<file path="src/design/ic3_pkg.sv">
// Shared types, register codes and defaults for the 3x3 convolution block.
// No dependencies; the files that use it refer to it by scoped names.
`default_nettype none
package ic3_pkg;

  localparam int MAX_WIDTH_DEF      = 2048;
  localparam int LANES_DEF          = 4;
  localparam int COEF_FRAC_BITS_DEF = 16;

  // configuration register indexes
  localparam logic [1:0] REG_FRAME_WIDTH  = 2'd0;
  localparam logic [1:0] REG_FRAME_HEIGHT = 2'd1;
  localparam logic [1:0] REG_KERNEL_MODE  = 2'd2;
  localparam logic [1:0] REG_CHANNELS     = 2'd3;

  localparam logic [11:0] FRAME_WIDTH_RST  = 12'd640;
  localparam logic [11:0] FRAME_HEIGHT_RST = 12'd480;
  localparam logic [1:0]  KERNEL_MODE_RST  = 2'd0;
  localparam logic [2:0]  CHANNELS_RST     = 3'd3;

  // kernel modes; any other code filters as Gaussian
  localparam logic [1:0] MODE_GAUSS   = 2'd0;
  localparam logic [1:0] MODE_SOBEL_X = 2'd1;
  localparam logic [1:0] MODE_SOBEL_Y = 2'd2;

  localparam logic [7:0] SAT_MAX = 8'd255;

  typedef struct packed {
    logic [7:0] sample0;
    logic [7:0] sample1;
    logic [7:0] sample2;
    logic [7:0] sample3;
    logic       start_of_frame;
  } in_t;

  typedef struct packed {
    logic [7:0]  result0;
    logic [7:0]  result1;
    logic [7:0]  result2;
    logic [7:0]  result3;
    logic [11:0] out_row;
    logic [10:0] out_column;
    logic        last_of_run;
  } out_t;

  // One input's worth of results: up to four pixels, in emit order.
  // Pixel 0 is (row-1,col-1), 1 is (row-1,col), 2 is (row,col-1), 3 is (row,col).
  typedef struct packed {
    logic [3:0]        flags;
    logic [3:0][31:0]  pix;
    logic [11:0]       row;
    logic [10:0]       col;
  } job_t;

endpackage
`default_nettype wire

</file>
<file path="src/design/ic3_merge.sv">
// Result sequencer: unpacks one job of up to four pixels into result transfers.
// Depends on ic3_pkg for job_t and out_t.
`default_nettype none
module ic3_merge (
  input  wire logic          clk,
  input  wire logic          rst,
  input  wire logic          job_valid,
  input  wire ic3_pkg::job_t job,
  output logic               take,
  output logic               out_valid,
  input  wire logic          out_ready,
  output ic3_pkg::out_t      out_data
);

  logic [3:0]       rem;
  logic [3:0][31:0] pix;
  logic [11:0]      row;
  logic [10:0]      col;
  logic [3:0]       pick, rem_left;
  logic             load;
  logic [31:0]      sel_pix;
  logic [11:0]      sel_row;
  logic [10:0]      sel_col;

  always_comb begin
    pick = rem & (~rem + 4'd1);
    load = (rem != 4'd0) && (!out_valid || out_ready);
    rem_left = load ? (rem & ~pick) : rem;
    take = (rem_left == 4'd0);
    case (pick)
      4'b0001: begin
        sel_pix = pix[0]; sel_row = row - 12'd1; sel_col = col - 11'd1;
      end
      4'b0010: begin
        sel_pix = pix[1]; sel_row = row - 12'd1; sel_col = col;
      end
      4'b0100: begin
        sel_pix = pix[2]; sel_row = row; sel_col = col - 11'd1;
      end
      default: begin
        sel_pix = pix[3]; sel_row = row; sel_col = col;
      end
    endcase
  end

  always_ff @(posedge clk) begin
    if (rst) begin
      rem <= 4'd0;
    end else if (take) begin
      rem <= job_valid ? job.flags : 4'd0;
    end else begin
      rem <= rem_left;
    end
  end

  always_ff @(posedge clk) begin
    if (take) begin
      pix <= job.pix;
      row <= job.row;
      col <= job.col;
    end
  end

  always_ff @(posedge clk) begin
    if (rst) begin
      out_valid <= 1'b0;
    end else if (load) begin
      out_valid <= 1'b1;
    end else if (out_ready) begin
      out_valid <= 1'b0;
    end
  end

  always_ff @(posedge clk) begin
    if (load) begin
      out_data.result0     <= sel_pix[7:0];
      out_data.result1     <= sel_pix[15:8];
      out_data.result2     <= sel_pix[23:16];
      out_data.result3     <= sel_pix[31:24];
      out_data.out_row     <= sel_row;
      out_data.out_column  <= sel_col;
      out_data.last_of_run <= (rem_left == 4'd0);
    end
  end

endmodule
`default_nettype wire

</file>
<file path="config.mk">
export PLATFORM = sky130hd
export DESIGN_NAME = ic3_merge
export DESIGN_NICKNAME = d
export VERILOG_FILES = /design/src/design/ic3_pkg.sv /design/src/design/ic3_merge.sv
export SDC_FILE = /design/constraint.sdc
export NUM_CORES = 1
export LEC_CHECK = 0
export ABC_AREA = 1
export BUFFER_PORTS_ARGS = -buffer_cell sky130_fd_sc_hd__buf_2
export CELL_PAD_IN_SITES_DETAIL_PLACEMENT = 1
export CELL_PAD_IN_SITES_GLOBAL_PLACEMENT = 1
export CORE_MARGIN = 2
export CORE_UTILIZATION = 38
export CTS_BUF_LIST = sky130_fd_sc_hd__clkbuf_8 sky130_fd_sc_hd__clkbuf_16
export CTS_CLUSTER_DIAMETER = 30
export DETAILED_ROUTE_END_ITERATION = 8
export HOLD_SLACK_MARGIN = 0.02
export PLACE_DENSITY_LB_ADDON = 0.1
export SYNTH_ARGS = -nofsm -noshare
export SYNTH_HDL_FRONTEND = slang
export SYNTH_SLANG_ARGS = --single-unit
</file>
<file path="constraint.sdc">
create_clock -name clk -period 5.4 [get_ports clk]
set_input_delay 0 -clock clk [delete_from_list [all_inputs] [get_ports clk]]
set_output_delay 0 -clock clk [all_outputs]
set_load 0.005 [all_outputs]
</file>
# Yosys cells after proc, flatten, opt, wreduce, memory -nomap -nowiden
# Cells that the tools add are included.
# totals
inputBits	159
wordCells	41
register_bits	212
out_inout_bits	58
# classes
n_eq_ne	3
mux	8
add_sub_neg	3
bitwise_logic	4
reduce_logical	8
# op_table
cell	count
$pmux W32 S3	1
$mux W12	1
$mux W4	3
$sub A12 B1 Y12 const B	1
$mux W11	1
$sub A11 B1 Y11 const B	1
$and A4 B4 Y4	2
$not A4 Y4	2
$add A4 B1 Y4 const B	1
$eq A4 B1 Y1 const B	1
$eq A4 B2 Y1 const B	1
$eq A4 B3 Y1 const B	1
$logic_not A4 Y1	1
$reduce_bool A4 Y1	1
$reduce_or A2 Y1	2
$mux W1	2
$reduce_bool A2 Y1	1
$logic_and A1 B1 Y1	1
$logic_not A1 Y1	1
$logic_or A1 B1 Y1	1

# Longest topological paths before layout
# Gate-level depths: netlist of the first run.
# logic_depth
ltp_word	8
ltp_mapped	9
ltp_nobuf	9

# Least setup slack after synthesis of the first run
# Ideal clock, no wire load.
# synth_timing
kind	register -> register
start	register rem[0]
end	register out_data[0] (netlist bit), data pin
setup_time_ps	926
slack_ps	87
t_required_ps	4474
arrival_time_ps	4387
period_less_slack_ps	5313
stages_incl_launch_ff	6
path_buffers	1
cell_sequence	dfxtp_1 buf_4 nand3_1 inv_1 a21oi_1 and3_1
# synth_between
elab_chain_len	7
word_cells_on_any_way	9
classes_between	add/sub (1); mux (1); bitwise (4); reduce/logical (3)
# synth_lines
item	line_no	text
start, declared	ic3_merge.sv:15	logic [3:0] rem;
start signal, assigned	ic3_merge.sv:50	rem <= job_valid ? job.flags : 4'd0;
start signal, assigned	ic3_merge.sv:52	rem <= rem_left;
$not A4 Y4	ic3_merge.sv:26	pick = rem & (~rem + 4'd1);
$add A4 B1 Y4	ic3_merge.sv:26	
$and A4 B4 Y4	ic3_merge.sv:26	
$not A4 Y4	ic3_merge.sv:28	rem_left = load ? (rem & ~pick) : rem;
$and A4 B4 Y4	ic3_merge.sv:28	
$mux W4 *	ic3_merge.sv:28	
$logic_not A4 Y1 *	-	
net take	ic3_merge.sv:9	output logic take,
end, declared	ic3_merge.sv:12	output ic3_pkg::out_t out_data
# The timed path passes the listed nets; every way through them passes the cells marked *.
# A chain may end at the register's enable or synchronous reset.

# Worst setup path in the final report of the first run
# layout_timing
start	register rem[1]
end	register pix[121] (netlist bit), enable pin
# layout_between
elab_chain_len	7
word_cells_on_any_way	9
classes_between	add/sub (1); mux (1); bitwise (4); reduce/logical (3)
# layout_lines
item	line_no	text
$not A4 Y4	ic3_merge.sv:26	
$add A4 B1 Y4	ic3_merge.sv:26	
$and A4 B4 Y4	ic3_merge.sv:26	
$not A4 Y4	ic3_merge.sv:28	
$and A4 B4 Y4	ic3_merge.sv:28	
$mux W4 *	ic3_merge.sv:28	
$logic_not A4 Y1 *	ic3_merge.sv:29	take = (rem_left == 4'd0);
end signal, assigned	ic3_merge.sv:58	pix <= job.pix;
end, declared	ic3_merge.sv:16	logic [3:0][31:0] pix;
# Mark *: on every way between the ends. The rest lies on a longest branch, timed or not.

==> impl_results.md, run 1 <==
* Crit path required time at 5550 ps
* Reg clk slew, reported paths at about 60 ps
* DRC violations left at 0
* Initial Util at between 30% and 40%
* Ys async rst share at 0%
* Area taken by multi-input logic gates at around 1300 sq um
* Mapped Avg Cell Area at 15.0 sq um
* Synth top area cells: edfxtp_1 (79%), nand2_1 (6.3%), nand4_1 (3.0%)
* Crit. End Element: register
* Share of cells above drive strength 1 at about a third
* RSZ-0062 raised after global routing: false
* Arrival time of the worst setup path at around 3400 ps
* CTS Sinks at roughly 210
* Fin. Hold Viols at 0
* Vias in the first global route at 6669
* Crit path time final at roughly 3300 ps
* Critical path class: register to register
* CP startpoint kind: register
* Cell chain of the critical path: nor2_4 -> nand3b_1 -> nand2_1 -> and3_4 -> buf_12
* Area grow syn2layout at 57.8%
* Mapped Cells at 522
* Count leader, synth: edfxtp_1
* First-pass GRT wire length at approximately 36000 um
* Total track usage at a little over a fifth
* Yosys reg bits at between 200 and 250
* Initial antenna violation count at 1
* Die width at roughly 150 um
* Die height at 147 um
* Worst path slowest cell: nor2_4
* Synth cell count leaders: edfxtp_1 (207), nand2_1 (132), nand3_1 (38), nand4_1 (38), inv_1 (25)
* I/O pins at around 220
* Dpl cell area at approximately 9200 sq um
* Core Area at slightly above 20000 sq um
* Layout Skew at approximately 18 ps
* Status: finished, final reports clean
* CP max stage delay at 830 ps
* Vias at 5858
* Antenna Violating Nets Remaining at 0
* Largest area contributor in the netlist: edfxtp_1
* Row count at 52
* WL final at around 24000 um
* Delay-heaviest family, CP: simple AND/OR/NAND/NOR gates
* Vias per cell at between 4 and 5
* TritonRoute pass-1 iters at 5
* Hold Path Class: input pin to register
* Slew at the pin with the worst max-slew slack at around 1100 ps
* Max frequency at 307 MHz
* CTS root buffer: clkbuf_16
* PwrDens at around 430 nW/um^2
* Final nets at roughly 1100
* Post-CTS resize count at 0
* Leak pwr at ~5.1 nW
* GPL Wtd Cong at 0.812
* Full die area at 21700 sq um
* YS warnings at 0
* Wire per inst at roughly 19 um
* Post-synth top flop: edfxtp_1
* Min Hold Slack at around 180 ps
* Mapped Area at between 7000 and 8000 sq um
* Count of flip-flops with a built-in enable after synthesis at roughly 210
* Rel. slew slack at roughly 28%
* Seq/Total Area, Yosys at approximately four fifths
* Clock Path Buffers at 3
* WP buf/inv at 1
* Netlist cell types at 28
* Largest net degree at the start of global routing at 93
* Final instance area at around 12000 sq um
* Period utilization at around three fifths
* Postcts setup bufs at 0
* Aggregate global routing overflow at 0
* Max Slew Vio Count at 0
* Fillers at 1998
* Dpl hpwl at about 12000 um
* Setup tns final at 0 ps
* Syn Nets at between 600 and 700
* Peak VDD IR at around 0.40 mV
* Top-area cell type share of the netlist area at about four fifths
* Power Total at approximately 5.3 mW
* Max-cap viol count at 0
* Crit Path Max Fanout at 92
* Number of clock buffers inserted by TritonCTS at 46
* CTS tree: yes
* Finish-stage setup viols at 0
* Final core utilization at 61.0%
* Storage element area at roughly 6300 sq um
* H-tree lvl count at 2
* Clock Latency Late Sink at 530 ps
* Drt first-iter violations at between 200 and 250
* PortBufs at ~220
logic make-up after synthesis:
group,Yosys count,synth area share [%]
xor gates and xnor gates,14,1.57
AOI/OAI and AO/OA,12,0.848
adders and majority gates,2,0.320
buffers and inverters,45,2.42
DFF,212,80.8
and+or+nand+nor,237,14.1
area by class of cell:
type	instances	area share, %
Antenna cell	1	0.0203
Clock buffer	49	9.94
Clock inverter	35	2.43
Inverter	27	0.821
Multi-Input combinational cell	265	10.9
Sequential cell	212	51.2
Tap cell	270	2.74
Timing Repair Buffer	378	21.9
cell usage in the layout, fill, tap and decap left out, types with 4 or more instances in the layout:
master,synthesis,final
nand4_1,38,38
bufinv_16,0,5
nor2_1,13,13
a21oi_1,6,5
buf_2,7,216
clkinv_1,0,8
xor2_1,11,11
clkinv_2,0,11
clkbuf_16,0,49
nand2_1,132,132
inv_1,25,30
o21ai_0,4,4
nand3_1,38,38
nor2_4,1,4
edfxtp_1,207,207
dlygate4sd3_1,0,159
clkinvlp_4,0,5
per-layer routing:
metal | share of wire (%) | global-route usage [%] | wire length [um] | up-vias
met3 | 6.5 | 6.11 | 1540 | 67
met1 | 38 | 23.8 | 8890 | 2831
met2 | 52 | 39.8 | 12300 | 238
met4 | 3.5 | 10.1 | 819 | 0
li1 | - | - | - | 2722
met5 | 0 | 0 | 0 | -
state kept, by name, indices dropped and copies added (netlist names):
signal	count
pix	128
out_data	56
rem	4
col	11
row	12
out_valid	1
path summary, 6_finish.rpt:
check | startpoint | slack, ps | endpoint | cells past startpoint
max reg2reg | rem[1] | 2150 | pix[121] | 5
max | rem[1] | 2150 | pix[121] | 5
min reg2reg | pix[108] | 520 | out_data[44] | 2
min | job[64] | 180 | pix[41] | 2
what timing repair did:
item / in CTS / in global routing
hold endpoints to repair: 156 / 0
endpoints found under the setup margin: 0 / 0
hold buffers: 159 / 0
stage by stage:
stage,instances,setup slack [ps]
global placement,993,2280
detailed placement,993,2130
floorplan,522,87.3
CTS,1236,2080
global route,1237,1870
finish,1237,2150
where the power goes:
group          switching, mW  leakage (nW)  internal, mW  total (mW)
logic                  0.265          2.20         0.212       0.476
clock network          0.877         0.762          1.86        2.73
registers             0.0757          2.15          2.06        2.14
No activity file was read; power rests on OpenSTA's default activity.
==> run 2: changes to the inputs <==
--- a/config.mk
+++ b/config.mk
@@ -5,12 +5,12 @@
 export SDC_FILE = /design/constraint.sdc
 export NUM_CORES = 1
 export LEC_CHECK = 0
-export ABC_AREA = 1
+export ABC_AREA = 0
 export BUFFER_PORTS_ARGS = -buffer_cell sky130_fd_sc_hd__buf_2
 export CELL_PAD_IN_SITES_DETAIL_PLACEMENT = 1
 export CELL_PAD_IN_SITES_GLOBAL_PLACEMENT = 1
 export CORE_MARGIN = 2
-export CORE_UTILIZATION = 38
+export CORE_UTILIZATION = 40
 export CTS_BUF_LIST = sky130_fd_sc_hd__clkbuf_8 sky130_fd_sc_hd__clkbuf_16
 export CTS_CLUSTER_DIAMETER = 30
 export DETAILED_ROUTE_END_ITERATION = 8
==> constraint.sdc (replaced) <==
create_clock -name clk -period 3.1 [get_ports clk]
set_input_delay 0 -clock clk [delete_from_list [all_inputs] [get_ports clk]]
set_output_delay 0 -clock clk [all_outputs]
set_load 0.005 [all_outputs]
==> run 2 against run 1 <==
Effect of this change:
- total power is 71% higher
- global-route usage increased by 0.91 points
- clock skew decreased by 2.0 ps
- critical path depth increased by 1
- non-clock buffer count grew 7
- synthesized area down 0.32%
==> impl_results.md, run 2 <==
* Final instance area at 12300 sq um (-0.20%)
* Post-Synth XOR/XNOR Area at 2.25% (+0.68 points)
* Period utilization at about 90%
* Post-synth top flop: edfxtp_1
* Yosys reg bits at 212 (unchanged)
* RSZ-0062 raised after global routing: false
* Area taken by multi-input logic gates at 1280 sq um (-5.2%)
* Power Total at 9.16 mW (+71%)
* HP Start: out_ready
* Max-cap viol count at 0 (unchanged)
* Arrival time of the worst setup path at 2710 ps (-700 ps)
* Rel. slew slack at 23.6% (-4.2 points)
* Core Area at 19300 sq um (-4.8%)
* Critical path class: register to primary output
* Vias at 5653 (-3.5%)
* Final nets at 1042 (-4.5%)
* Area grow syn2layout at 58.0%
* Most frequent cells in the layout: buf_2 (216), edfxtp_1 (207), dlygate4sd3_1 (162)
* Initial antenna violation count at 0 (-1)
* Slew at the pin with the worst max-slew slack at 1140 ps (+64.5 ps)
* Crit. End Element: primary output
* Placed insts at 940 (-5.3%)
* Storage element area at 6320 sq um (unchanged)
* CTS Sinks at 212 (unchanged)
* Leak pwr at 5.01 nW (-2.0%)
* Die width at 144 um (-2.6%)
* H-tree lvl count at 2 (unchanged)
* Synth cell count leaders: edfxtp_1 (207), a21oi_1 (85), o22ai_1 (39)
* Syn Nets at 633 (-7.3%)
* PwrDens at 743 nW/um^2 (+72%)
* Full die area at 20600 sq um (-5.2%)
* Max reg flops at 128 (unchanged)
* Crit path launch: rem[2]
* Most flop-heavy register: pix
* WL final at 23200 um (-1.5%)
* Synth Area in Adders at 0.578% (+0.26 points)
* CTS tree: yes
* Die height at 144 um (-2.6%)
* GPL Wtd Cong at 0.795 (-2.2%)
* Hold Path Class: input pin to register
* Biggest regs: pix x128, out_data x56, row x12
* Share of cells above drive strength 1 at 33.1% (+1.2 points)
* Netlist cell types at 40 (+43%)
* Seq/Total Area, Yosys at 81.0% (+0.26 points)
* Max Slew Vio Count at 0 (unchanged)
* Layout Skew at 15.7 ps (-2.04 ps)
* Total track usage at 22.9% (+0.91 points)
* Logic depth of the worst register-to-register path at 5 (unchanged)
* Clock Latency Late Sink at 510 ps (-20 ps)
* Most common cell after layout, fill and taps aside: buf_2
* Mapped Area at 7800 sq um (-0.32%)
* CP startpoint kind: register
* Largest family of logic cells by synthesized area: compound AO/OA/AOI/OAI gates
* Mapped Cells at 472 (-9.6%)
* CTS root buffer: clkbuf_16
* Top-area cell type share of the netlist area at 79.7% (+0.26 points)
* Worst reg2reg startpoint: rem[2]
* Row count at 51 (-1.9%)
* Antenna Violating Nets Remaining at 0 (unchanged)
* Dpl hpwl at 12100 um (-1.8%)
* Finish-stage setup viols at 0 (unchanged)
* Ant. Diodes at 0 (-1)
* Status: finished, final reports clean
* Ys async rst share at 0% (unchanged)
* Post-synthesis compound-gate area fraction at 9.89% (+9.0 points)
* Clock Path Buffers at 3 (unchanged)
* DRC violations left at 0 (unchanged)
* Count leader, synth: edfxtp_1
* Aggregate global routing overflow at 0 (unchanged)
* PortBufs at 216 (unchanged)
* Mapped Avg Cell Area at 16.5 sq um (+10%)
* Crit path time final at 2710 ps
* TritonRoute pass-1 iters at 4 (-1)
* Peak VDD IR at 0.453 mV (+14%)
* Wire per inst at 19.6 um (+3.3%)
* Fin. Hold Viols at 0 (unchanged)
* Vias in the first global route at 6398 (-4.1%)
* Drt first-iter violations at 255 (+9.9%)
* Initial Util at 40.5% (+1.8 points)
* Post-synthesis mux area share at 0.128% (+0.13 points)
* Crit Path Max Fanout at 94 (+2.2%)
* Setup tns final at 0 ps (unchanged)
* Min Hold Slack at 30.7 ps (-145 ps)
* Crit path required time at 3100 ps (-2450 ps)
* YS warnings at 0 (unchanged)
* Synth top area cells: edfxtp_1 (80%), a21oi_1 (5.5%), o22ai_1 (3.1%)
* Reg clk slew, reported paths at 50 ps (about the same)
* Number of clock buffers inserted by TritonCTS at 42 (-8.7%)
* Vias per cell at 4.79 (+1.2%)
* I/O pins at 217 (unchanged)
* Largest area contributor in the netlist: edfxtp_1
* Largest net degree at the start of global routing at 95 (+2.2%)
* Non-filler instance count after layout at 1180 (-4.6%)
* First-pass GRT wire length at 35200 um (-2.3%)
* Hold path cells at 4 (+2)
* Fillers at 1870 (-6.4%)
* Area share of and/or/nand/nor cells after synthesis at 3.43% (-11 points)
* Max frequency at around 370 MHz
* Count of flip-flops with a built-in enable after synthesis at 207 (unchanged)
* Dpl cell area at 9220 sq um (about the same)
## run 2: changes by cell type after synthesis, sizes merged, moves of 3 or more
cell / delta
a21oi: +79
clkbuf: +4
inv: +7
nand2: -124
nand3: -36
nand4: -39
nor2: -11
nor3: +5
nor4: +4
o22ai: +39
xnor2: +9
xor2: -3
## run 2: per-layer routing
metal / vias up / routed length [um] / track usage [%]
li1: 2651 / - / -
met1: 2754 / 8690 / 25.4
met2: 197 / 12700 / 42.8
met3: 51 / 1220 / 5.10
met4: 0 / 607 / 8.10
met5: - / 0 / 0
## run 2: area by class of cell
class,count,area share (%)
sequential,212,51.3
timing repair buffer,385,22.6
multi-input combinational,206,10.4
clock buffer,45,9.14
clock inverter,33,2.85
tap,265,2.69
inverter,34,1.07
## run 2: stage by stage
stage / setup slack (ps) / utilization, %
after global routing: 248 / 63.9
after detailed placement: 725 / 47.8
after floorplan: -482 / -
final: 386 / 63.9
after global placement: 799 / 47.8
after CTS: 337 / 63.9
## run 2: repair_timing
| item | in CTS | in global routing |
|---|---|---|
| hold buffers | 162 | 0 |
| buffers inserted | 0 | 0 |
| gates resized for setup | 0 | 0 |
| hold endpoints to repair | 156 | 0 |
## run 2: report_power, final
| part | leakage, nW | total (mW) | switching [mW] | internal (mW) |
|---|---|---|---|---|
| Combinational | 2.13 | 0.818 | 0.424 | 0.393 |
| Clock | 0.721 | 4.68 | 1.49 | 3.19 |
| Sequential | 2.16 | 3.66 | 0.127 | 3.53 |
| Total | 5.01 | 9.16 | 2.04 | 7.12 |
## run 2: worst max-delay path, stage by stage (launching register included)
cell and delay, ps:
dfxtp_2 530, or3_2 620, nor2_4 160, a21oi_2 90, clkinvlp_4 130, buf_12 380
buf_2 210
## run 2: cell families after synthesis
family	Yosys count
AOI/OAI and AO/OA	138
buffers and inverters	54
adders and majority gates	4
and+or+nand+nor	43
DFF	212
xor gates and xnor gates	20
muxes	1
## run 2: worst paths after layout
check,slack [ps],end
setup / recovery,390,take
hold / removal,30,rem[1]
setup reg to reg,610,rem[3]
hold reg to reg,560,out_data[23]
