### src/design/ic3_pkg.sv
// Shared types, register codes and defaults for the 3x3 convolution block.
// No dependencies; the files that use it refer to it by scoped names.
`default_nettype none
package ic3_pkg;

  localparam int MAX_WIDTH_DEF      = 2048;
  localparam int LANES_DEF          = 4;
  localparam int COEF_FRAC_BITS_DEF = 16;

  // configuration register indexes
  localparam logic [1:0] REG_FRAME_WIDTH  = 2'd0;
  localparam logic [1:0] REG_FRAME_HEIGHT = 2'd1;
  localparam logic [1:0] REG_KERNEL_MODE  = 2'd2;
  localparam logic [1:0] REG_CHANNELS     = 2'd3;

  localparam logic [11:0] FRAME_WIDTH_RST  = 12'd640;
  localparam logic [11:0] FRAME_HEIGHT_RST = 12'd480;
  localparam logic [1:0]  KERNEL_MODE_RST  = 2'd0;
  localparam logic [2:0]  CHANNELS_RST     = 3'd3;

  // kernel modes; any other code filters as Gaussian
  localparam logic [1:0] MODE_GAUSS   = 2'd0;
  localparam logic [1:0] MODE_SOBEL_X = 2'd1;
  localparam logic [1:0] MODE_SOBEL_Y = 2'd2;

  localparam logic [7:0] SAT_MAX = 8'd255;

  typedef struct packed {
    logic [7:0] sample0;
    logic [7:0] sample1;
    logic [7:0] sample2;
    logic [7:0] sample3;
    logic       start_of_frame;
  } in_t;

  typedef struct packed {
    logic [7:0]  result0;
    logic [7:0]  result1;
    logic [7:0]  result2;
    logic [7:0]  result3;
    logic [11:0] out_row;
    logic [10:0] out_column;
    logic        last_of_run;
  } out_t;

  // One input's worth of results: up to four pixels, in emit order.
  // Pixel 0 is (row-1,col-1), 1 is (row-1,col), 2 is (row,col-1), 3 is (row,col).
  typedef struct packed {
    logic [3:0]        flags;
    logic [3:0][31:0]  pix;
    logic [11:0]       row;
    logic [10:0]       col;
  } job_t;

endpackage
`default_nettype wire

### src/design/ic3_lane.sv
// One channel lane: three-stage 3x3 Gaussian / Sobel filter on 8-bit samples.
// Depends on ic3_pkg for mode codes and the saturation limit.
`default_nettype none
module ic3_lane #(
  parameter int COEF_FRAC_BITS = 16
) (
  input  wire logic            clk,
  input  wire logic            adv,
  input  wire logic [1:0]      mode,
  input  wire logic [8:0][7:0] win,
  output logic      [7:0]      result
);

  localparam int F = COEF_FRAC_BITS;
  localparam longint unsigned CoefEdgeL = (626 * (64'd1 << F) + 5000) / 10000;
  localparam longint unsigned CoefSideL = (1250 * (64'd1 << F) + 5000) / 10000;
  localparam longint unsigned CoefMidL  = (2497 * (64'd1 << F) + 5000) / 10000;
  localparam logic [F-1:0] CoefEdge = CoefEdgeL[F-1:0];
  localparam logic [F-1:0] CoefSide = CoefSideL[F-1:0];
  localparam logic [F-1:0] CoefMid  = CoefMidL[F-1:0];

  // stage 1: group sums
  logic [9:0]         corners, sides;
  logic [7:0]         center;
  logic signed [10:0] gx, gy;
  // stage 2: products and magnitudes
  logic [F+9:0]       p_edge, p_side;
  logic [F+7:0]       p_mid;
  logic [9:0]         mag_x, mag_y;

  logic [9:0]    sx_pos, sx_neg, sy_pos, sy_neg;
  logic [F+10:0] g_sum;
  logic [10:0]   g_int;
  logic [9:0]    mag;

  always_comb begin
    sx_pos = 10'(win[0]) + {1'b0, win[3], 1'b0} + 10'(win[6]);
    sx_neg = 10'(win[2]) + {1'b0, win[5], 1'b0} + 10'(win[8]);
    sy_pos = 10'(win[0]) + {1'b0, win[1], 1'b0} + 10'(win[2]);
    sy_neg = 10'(win[6]) + {1'b0, win[7], 1'b0} + 10'(win[8]);
  end

  always_ff @(posedge clk) begin
    if (adv) begin
      corners <= 10'(win[0]) + 10'(win[2]) + 10'(win[6]) + 10'(win[8]);
      sides   <= 10'(win[1]) + 10'(win[3]) + 10'(win[5]) + 10'(win[7]);
      center  <= win[4];
      gx      <= $signed({1'b0, sx_pos}) - $signed({1'b0, sx_neg});
      gy      <= $signed({1'b0, sy_pos}) - $signed({1'b0, sy_neg});
    end
  end

  always_ff @(posedge clk) begin
    if (adv) begin
      p_edge <= corners * CoefEdge;
      p_side <= sides * CoefSide;
      p_mid  <= center * CoefMid;
      mag_x  <= gx[10] ? 10'(-gx) : gx[9:0];
      mag_y  <= gy[10] ? 10'(-gy) : gy[9:0];
    end
  end

  always_comb begin
    g_sum = (F+11)'(p_edge) + (F+11)'(p_side) + (F+11)'(p_mid);
    g_int = g_sum[F+10:F];
    mag   = (mode == ic3_pkg::MODE_SOBEL_X) ? mag_x : mag_y;
  end

  always_ff @(posedge clk) begin
    if (adv) begin
      if (mode == ic3_pkg::MODE_SOBEL_X || mode == ic3_pkg::MODE_SOBEL_Y) begin
        result <= (mag > 10'(ic3_pkg::SAT_MAX)) ? ic3_pkg::SAT_MAX : mag[7:0];
      end else begin
        result <= (g_int > 11'(ic3_pkg::SAT_MAX)) ? ic3_pkg::SAT_MAX : g_int[7:0];
      end
    end
  end

endmodule
`default_nettype wire

### config.mk
export PLATFORM = sky130hd
export DESIGN_NAME = ic3_lane
export DESIGN_NICKNAME = d
export VERILOG_FILES = /design/src/design/ic3_pkg.sv /design/src/design/ic3_lane.sv
export SDC_FILE = /design/constraint.sdc
export NUM_CORES = 1
export LEC_CHECK = 0
export BUFFER_PORTS_ARGS = -buffer_cell sky130_fd_sc_hd__buf_2
export CELL_PAD_IN_SITES_DETAIL_PLACEMENT = 1
export CELL_PAD_IN_SITES_GLOBAL_PLACEMENT = 1
export CORE_UTILIZATION = 30
export CTS_BUF_LIST = sky130_fd_sc_hd__clkbuf_16
export CTS_CLUSTER_DIAMETER = 80
export DETAILED_ROUTE_END_ITERATION = 6
export GPL_TIMING_DRIVEN = 0
export PLACE_DENSITY = 0.57
export SKIP_CTS_REPAIR_TIMING = 1
export SLEW_MARGIN = 20
export SYNTH_ARGS = -nofsm -noshare
export SYNTH_HDL_FRONTEND = slang
export SYNTH_SLANG_ARGS = --single-unit
### constraint.sdc
create_clock -name clk -period 6 [get_ports clk]
set_clock_uncertainty 0.2 [all_clocks]
set_input_delay 1.2 -clock clk [delete_from_list [all_inputs] [get_ports clk]]
set_output_delay 1.2 -clock clk [all_outputs]
set_load 0.01 [all_outputs]
Word level (Yosys, flattened, before mapping). Cells that the tools add are included. W data, S select, Z words.

Register bits after elaboration: 131. Word-level logic and storage cells: 44. Output and inout bits: 8.

Muxes and demuxes: 6. $lt $le $gt $ge: 2. Eq/ne operators: 2. Reductions and logical operators: 1. Multipliers: 2. Add/sub/neg operators: 20.

Operator list (number): $add A10 B8 Y10 (6); $add A8 B9 Y10 (4); $mux W10 (3); $add A24 B22 Y25 (1); $add A23 B23 Y24 (1); $mux W8 (3); $mul A10 B13 Y23 const B (1); $sub A10 B10 Y11 (2); $add A9 B8 Y10 (2); $mul A8 B12 Y20 const B (1); $neg A10 Y10 (2); $add A8 B8 Y9 (2); $gt A10 B8 Y1 const B (1); $gt A9 B8 Y1 const B (1); $eq A2 B1 Y1 const B (1); $eq A2 B2 Y1 const B (1); $logic_or A1 B1 Y1 (1).

Longest topological paths before layout. Gate-level depths: netlist of run 1.

Depth after elaboration: 5. Depth in mapped cells: 17. Depth with buffers taken out: 17.

Least setup slack after synthesis of run 1. No wires, ideal clock.

Kind: in2reg. Start point: input win[66] in the netlist's numbering. End point: register gx[9] (data pin). Data required time: 5.542 ns. Library setup time: 0.258 ns. Buffers on the path: 0. Setup slack: 1.380 ns. Cell stages on the path: 14. Arrival time: 4.162 ns. Cells stage by stage: inv_1 fa_1 fa_1 fa_1 inv_1 fa_1 inv_1 a21oi_1 o21ai_1 a21oi_1 o21bai_1 a21o_1 a21oi_1 xnor2_1.

Word-level cells in the longest chain between the ends: 2.

RTL lines: from (decl) (RTL line ic3_lane.sv:10) `input wire logic [8:0][7:0] win,`; $add A10 B8 Y10 (RTL line ic3_lane.sv:38) `sx_neg = 10'(win[2]) + {1'b0, win[5], 1'b0} + 10'(win[8]);`; $sub A10 B10 Y11 (RTL line ic3_lane.sv:48) `gx <= $signed({1'b0, sx_pos}) - $signed({1'b0, sx_neg});`; to (signal assigned) (RTL line ic3_lane.sv:48); to (decl) (RTL line ic3_lane.sv:25) `logic signed [10:0] gx, gy;`.

No other way between the ends. A chain may end at the register's enable or synchronous reset.

Final worst setup path of run 1.
Start point: register center[2]. End point: register p_mid[20] (data pin).

Word-level cells in the longest chain between the ends: 1.

RTL lines: from (decl) (RTL line ic3_lane.sv:24) `logic [7:0] center;`; from (signal assigned) (RTL line ic3_lane.sv:47) `center <= win[4];`; $mul A8 B12 Y20 (RTL line ic3_lane.sv:57) `p_mid <= center * CoefMid;`; to (signal assigned) (RTL line ic3_lane.sv:57); to (decl) (RTL line ic3_lane.sv:28) `logic [F+7:0] p_mid;`.

No other way between the ends.

==> results.md, run 1 <==
- Outcome: finished clean
- Largest delay contributor family on the critical path: adder cells
- Comb pwr share: 64.5%
- Maximum clock insertion buffer count: 2
- Met1 Use GR: 17.5%
- CP peak stage delay: 0.71 ns
- Port Buffers: 83
- Mapped Area: 11900 µm²
- Switching share of power: 43.3%
- Xor/xnor cell area share of the yosys netlist: 5.80%
- Dominant synthesized flop cell: edfxtp_1
- Worst path buffer plus inverter count: 2
- R2R cell count: 13
- Ys async rst share: 0%
- Worst R2R End: p_mid[20]
- Final setup fails: 0
- Number of synthesized flops with an enable pin: 129
- Maxcap violations: 0
- GRT busiest layer: met2
- Starting DRT DRC Count: 170
- Crit path max-delay cell type: fa_1
- DP Worst Slack: 0.878 ns
- Final Hold Fails: 0
- Total CTS buffers: 17
- Worst setup SP type: flip-flop
- Pwr dens: 634 nW/µm²
- Crit end category: flip-flop
- Met2 usage: 24.4%
- TritonCTS Sinks: 129
- Die area: 40600 µm²
- Sequential share of power: 23.0%
- Worst Hold Endpoint: p_side[22]
- Compound-gate portion of the synthesized area: 7.55%
- Crit path from: center[2]
- Min-delay src: sides[9]
- Cell Chain, Critical Path: fa_1 -> inv_1 -> fa_1 -> fa_1 -> fa_1 -> inv_1 -> ha_1 -> nor3_1 -> a21o_1 -> o311ai_1 -> a31o_1 -> a21oi_1 -> xnor2_1
- Slew headroom: 56.0%
- Maximum VDD drop: 0.252 mV
- CP max FO: 5
- Remaining antenna violation count: 0
- Post-synthesis sequential area ratio: 32.5%
- Hold Crit Class: reg2reg
- Multiplexer area fraction after synthesis: 0.755%
- Setup TNS: 0 ns
- RSZ-0062 raised after global routing: no
- Most frequent cells in the layout: inv_1, ha_1, fa_1
- Vias: 7145
- Global-route wire length before repair: 43600 µm
- HPWL after detailed placement: 22200 µm
- Worst Path Required: 5.98 ns
- Register bit count reported by yosys: 129
- Row count: 72
- Clock power share: 12.6%
- Critical Path AT: 4.97 ns
- Worst slew pin tran: 0.660 ns
- Global route overflow: 0
- Final WS setup: 1.01 ns
- DR pass1 iterations: 4
- Core area: 38900 µm²
- Synth warn: 0
- Leakage Power: 6.11 nW
- F_max: 200 MHz
- Number of different library cells in the post-synthesis netlist: 48
- Initial core utilization: 30.6%
- Crit-path most repeated cell: fa_1
- Reg clk slew, reported paths: 0.06 ns
- Share of layout cells above drive strength 1: 10.9%
- Main combinational cell family by area after synthesis: adder cells
- Syn nets: 1382
- Clk Latency, worst-skew pair: 0.43 ns
- Area Growth Syn to Fin: 14.3%
- RD Place Congestion: 0.847
- TritonCTS clock tree: built
- Die Y: 201 µm
- Switch Pwr: 3.74 mW
- Initial antenna violation count: 1
- Final net count: 1485
- Pin count of the biggest net entering global routing: 73
- DR vias/cell: 4.40
- Die Span X: 201 µm
- Fin. max-slew vios: 0
- Drt drc: 0
- GRT Util Overall: 14.0%
- Crit share post-route: 83.2%
- Synth Area in Simple Gates: 4.89%
- Vias in the first global route: 8361
- Worst reg2reg startpoint: center[2]
- Fill cell count: 4298
- Cells after synthesis: 991
- Design internal power: 4.90 mW
- H-tree Lvls: 4
- R2r setup slk: 1.01 ns
- Syn Area/Cell: 12.0 µm²
- Setup CP Type: reg2reg
- Root Buffer: clkbuf_16
- Hold Path Cell Cnt: 0
- Antenna cell count: 0
- WL per Instance: 16.3 µm
- Commonest non-fill, non-tap cell in the layout: inv_1
- Area share of fa/ha/maj cells after synthesis: 42.4%
- IO Count: 84
- Global routing usage on met3: 2.67%
- WL final: 26500 µm
- Final min period: 4.99 ns
## synth_stat cells, types with 4 or more instances
cell type  number  area (µm²)
nor3_1         16        80.1
nand2b_1        8        50.1
or3_1           5        31.3
o21a_1          4        30.0
a21o_1         15         113
inv_1         193         724
a211oi_1        8        60.1
ha_1          167        2090
nor2_1         40         150
nand3_1         5        25.0
xnor2_1        66         578
a21boi_1        5        37.5
xor2_1         13         114
o31ai_1         7        52.6
o21ai_1        14        70.1
o21bai_1       11        82.6
a21oi_1        43         215
fa_1          148        2960
o21ai_0        10        50.1
nor2b_1         5        31.3
edfxtp_1      129        3870
nand2_1        31         116
mux2i_1         9        90.1
## how the worst max path moves through the flow
| stage | endpoint | slack, ns | depth (start not counted) |
|---|---|---|---|
| 2_1_floorplan | gx[9] | 1.38 | 14 |
| 3_3_place_gp | gx[10] | 0.89 | 14 |
| 3_5_place_dp | gx[10] | 0.88 | 14 |
| 4_1_cts | p_mid[20] | 0.93 | 13 |
| 5_1_grt | p_mid[19] | 0.69 | 15 |
| 6_report | p_mid[20] | 1.01 | 13 |
## flip-flops by register name, summed over array words and instances, names as in the netlist
name     flops
p_side      10
gy          11
p_edge      21
mag_x       10
result       8
corners     10
sides       10
mag_y       10
gx          11
center       8
p_mid       20
## power by group through the flow
stage	Clock, mW	Sequential (mW)	Combinational (mW)
2_1_floorplan	0	1.92	4.26
3_3_place_gp	0	2.01	5.52
3_5_place_dp	0	2.01	5.60
4_1_cts	1.12	2.00	5.72
5_1_grt	1.15	2.03	6.49
6_report	1.09	1.99	5.57
## cell type report
class                   count  area (µm²)  share of cell area [%]
clock inverters            15         183                    1.34
clock buffers              17         425                    3.12
plain buffers               3        11.3                  0.0826
multi-input cells         666        7320                    53.7
repair buffers             84         453                    3.32
well taps                 518         648                    4.75
inverters                 193         724                    5.31
flip-flops and latches    129        3870                    28.4
## through the flow
stage / utilization [%] / power, mW / hold slack, ns / cell area, µm² / std cells
detailed placement: 33.5 / 7.60 / 0.208 / 13000 / 1593
CTS: 35.0 / 8.84 / 0.223 / 13600 / 1625
floorplan: - / 6.18 / 0.200 / 11900 / 991
global placement: 33.4 / 7.53 / 0.203 / 13000 / 1592
global route: 35.0 / 9.67 / 0.227 / 13600 / 1625
finish: 35.0 / 8.65 / 0.220 / 13600 / 1625
## cell families (layout without fill, tap and decap cells)
| family | Yosys count | count (layout) |
|---|---|---|
| xor gates and xnor gates | 79 | 79 |
| AOI/OAI and AO/OA | 139 | 139 |
| and+or+nand+nor | 124 | 124 |
| adders and majority gates | 315 | 315 |
| DFF | 129 | 129 |
| muxes | 9 | 9 |
| buffers and inverters | 196 | 312 |
## per-layer routing
metal  vias up  wire, µm  share of wire, %
met3        22       874               3.3
met4         2       370               1.4
met1      3509     12200                46
met2        95     13100                49
li1       3517         -                 -
met5         -        10             0.038
## worst reg2reg max path, stage by stage, from the launching register on
cell	delay, ns
edfxtp_1	0.51
fa_1	0.71
inv_1	0.17
fa_1	0.60
fa_1	0.45
fa_1	0.52
inv_1	0.05
ha_1	0.21
nor3_1	0.48
a21o_1	0.18
o311ai_1	0.15
a31o_1	0.25
a21oi_1	0.17
xnor2_1	0.08
(Power assumes the default switching activity.)
==> run 2, diff against run 1 <==
Settings changed: ABC_AREA from default to 1, PLACE_DENSITY 0.57 to 0.58.
Clock period 6 ns to 5.2 ns, I/O delays scaled along.
==> run 2 against run 1 <==
  * Largest cell class unchanged
  * Sequential share of layout area down 1.4 points
  * Critical endpoint is now p_mid[17]
  * Utilization shrank 0.34 points
  * Die area rose by 6.3%
  * Non-clock buffer count decreased by 1
  * Design area rose by 5.1%
  * Worst hold slack hardly changed
  * Synthesized cell count up 25%
  * Highest routed layer unchanged
==> results.md, run 2 <==
- Total CTS buffers: 17 (unchanged)
- Worst slew pin tran: 0.589 ns (-0.0708 ns)
- Reg clk slew, reported paths: 0.07 ns (about the same)
- Worst Path Required: 5.19 ns (-0.79 ns)
- Largest reg by FF count: p_edge
- Cells after synthesis: 1241 (+25%)
- R2R cell count: 13 (unchanged)
- R2r setup slk: 0.46 ns (-0.55 ns)
- Hold Path Cell Cnt: 0 (unchanged)
- GRT Util Overall: 15.1% (+1.1 points)
- Cell Chain, Critical Path: fa_1 -> inv_1 -> fa_1 -> fa_1 -> fa_1 -> inv_1 -> ha_1 -> a21oi_1 -> o21ai_0 -> a21oi_1 -> nand2_1 -> a21oi_1 -> xnor2_1
- RSZ-0062 raised after global routing: no
- WL final: 30100 µm (+13%)
- Clk Latency, worst-skew pair: 0.44 ns (about the same)
- Largest regs: p_edge: 21 flops, p_mid: 20 flops
- Worst R2R End: p_mid[17]
- Register bit count reported by yosys: 129 (unchanged)
- Final Hold Fails: 0 (unchanged)
- Root Buffer: clkbuf_16
- Antenna cell count: 0 (unchanged)
- Port Buffers: 83 (unchanged)
- Final setup fails: 0 (unchanged)
- IO Count: 84 (unchanged)
- TritonCTS clock tree: built
- Number of different library cells in the post-synthesis netlist: 36 (-25%)
- Crit path max-delay cell type: fa_1
- Worst path buffer plus inverter count: 2 (unchanged)
- Count leader, synth: inv_1
- Global route overflow: 0 (unchanged)
- Final net count: 1735 (+17%)
- Setup CP Type: reg2reg
- Worst reg2reg startpoint: center[2]
- Crit-path most repeated cell: fa_1
- Row count: 74 (+2.8%)
- Pin count of the biggest net entering global routing: 68 (-6.8%)
- CP max FO: 5 (unchanged)
- Max reg flops: 21 (unchanged)
- Slew headroom: 60.7% (+4.7 points)
- Fin. max-slew vios: 0 (unchanged)
- Crit share post-route: 91.2% (+8.0 points)
- Share of Yosys cell area claimed by the top area cell type: 30.5% (-1.9 points)
- Crit end category: flip-flop
- Ys async rst share: 0% (unchanged)
- Die area: 43100 µm² (+6.3%)
- Cell taking the most area after synthesis: edfxtp_1
- Syn Area/Cell: 10.2 µm² (-15%)
- DR pass1 iterations: 4 (unchanged)
- Min-delay src: sides[9]
- Maxcap violations: 0 (unchanged)
- Syn nets: 1632 (+18%)
- WL per Instance: 15.9 µm (-2.4%)
- Core area: 41300 µm² (+6.1%)
- Worst Hold Endpoint: p_side[22]
- Starting DRT DRC Count: 308 (+81%)
- TritonCTS Sinks: 129 (unchanged)
- Hold Crit Class: reg2reg
- Final min period: 4.74 ns (-0.251 ns)
- Most frequent cells in the layout: inv_1, nand2_1, ha_1
- Dominant synthesized flop cell: edfxtp_1
- Initial core utilization: 30.7% (+0.075 points)
- HPWL after detailed placement: 26200 µm (+18%)
- Largest delay contributor family on the critical path: adder cells
- Initial antenna violation count: 2 (+1)
- Vias in the first global route: 9655 (+15%)
- Outcome: finished clean
- F_max: 211 MHz (+5.3%)
- Crit path from: center[2]
- Mapped Area: 12700 µm² (+6.4%)
- H-tree Lvls: 4 (unchanged)
- Worst setup SP type: flip-flop
- Remaining antenna violation count: 0 (unchanged)
- Global-route wire length before repair: 50600 µm (+16%)
- Vias: 8475 (+19%)
- Number of synthesized flops with an enable pin: 129 (unchanged)
- Synth top area cells: edfxtp_1, fa_1, ha_1
- Synth cell count leaders: inv_1, nand2_1, ha_1
- Area Growth Syn to Fin: 12.9%
- Share of layout cells above drive strength 1: 9.73% (-1.2 points)
- Drt drc: 0 (unchanged)
- Die Y: 208 µm (+3.1%)
- Commonest non-fill, non-tap cell in the layout: inv_1
- DR vias/cell: 4.49 (+2.0%)
- RD Place Congestion: 0.838 (-1.1%)
- CP peak stage delay: 0.70 ns (about the same)
- Maximum clock insertion buffer count: 2 (unchanged)
- Synth warn: 0 (unchanged)
- Fill cell count: 4720 (+9.8%)
- Critical Path AT: 4.74 ns (-0.23 ns)
- Setup TNS: 0 ns (unchanged)
- Post-synthesis sequential area ratio: 30.5% (-1.9 points)
- Die Span X: 208 µm (+3.1%)
==> run 2: cell type report <==
| type | count | area [µm²] | share of cell area [%] |
|---|---|---|---|
| clock inverter | 15 | 96.3 | 0.672 |
| clock buffer | 17 | 425 | 2.97 |
| inverter | 261 | 980 | 6.84 |
| sequential | 129 | 3870 | 27.0 |
| multi-input combinational | 849 | 7820 | 54.6 |
| buffer | 2 | 16.3 | 0.114 |
| tap | 532 | 666 | 4.65 |
| timing repair buffer | 84 | 453 | 3.16 |
==> run 2: per-layer routing <==
layer / routed length [µm] / track usage [%] / vias to the layer above
li1: - / - / 4221
met1: 13700 / 18.7 / 4124
met2: 15200 / 27.0 / 102
met3: 693 / 2.21 / 24
met4: 442 / 4.37 / 4
met5: 27 / 0 / -
==> run 2: worst max path at each step <==
| stage | end | slack [ns] | depth (start not counted) |
|---|---|---|---|
| final | p_mid[17] | 0.46 | 13 |
| after global routing | p_mid[20] | 0.16 | 14 |
| after CTS | p_mid[20] | 0.40 | 14 |
| after detailed placement | gx[7] | 0.41 | 11 |
| after global placement | p_mid[17] | 0.46 | 13 |
| after floorplan | gx[8] | 0.89 | 13 |
==> run 2: metrics by stage <==
stage          util (%)  area (µm²)  hold WS, ns  std cells  setup WS (ns)
3_5_place_dp       33.4       13800        0.206       1857          0.414
5_1_grt            34.7       14300        0.228       1889          0.156
4_1_cts            34.7       14300        0.221       1889          0.403
2_1_floorplan         -       12700        0.200       1241          0.889
6_report           34.7       14300        0.221       1889          0.457
3_3_place_gp       33.3       13800        0.209       1856          0.463
==> run 2: cells by family after synthesis <==
| group | Yosys count | synth area share, % |
|---|---|---|
| buf+inv | 263 | 7.85 |
| simple gates | 313 | 10.2 |
| flops | 129 | 30.5 |
| compound gates | 145 | 6.34 |
| xor+xnor | 76 | 5.25 |
| fa+ha+maj | 315 | 39.8 |
==> run 2: worst reg2reg max path, delay by kind of cell (launching register included) <==
kind	cells	cell delay, ns
buffers and inverters	2	0.20
XOR/XNOR	1	0.09
adder cells (fa/ha/maj)	5	2.64
AND/OR/NAND/NOR	1	0.13
flip-flops	1	0.50
AO/OA/AOI/OAI	4	0.73
Power of run 2 is left out: the tool's default activity adds up to more than one toggle a clock period on the data nets, which glitch-free logic cannot reach.
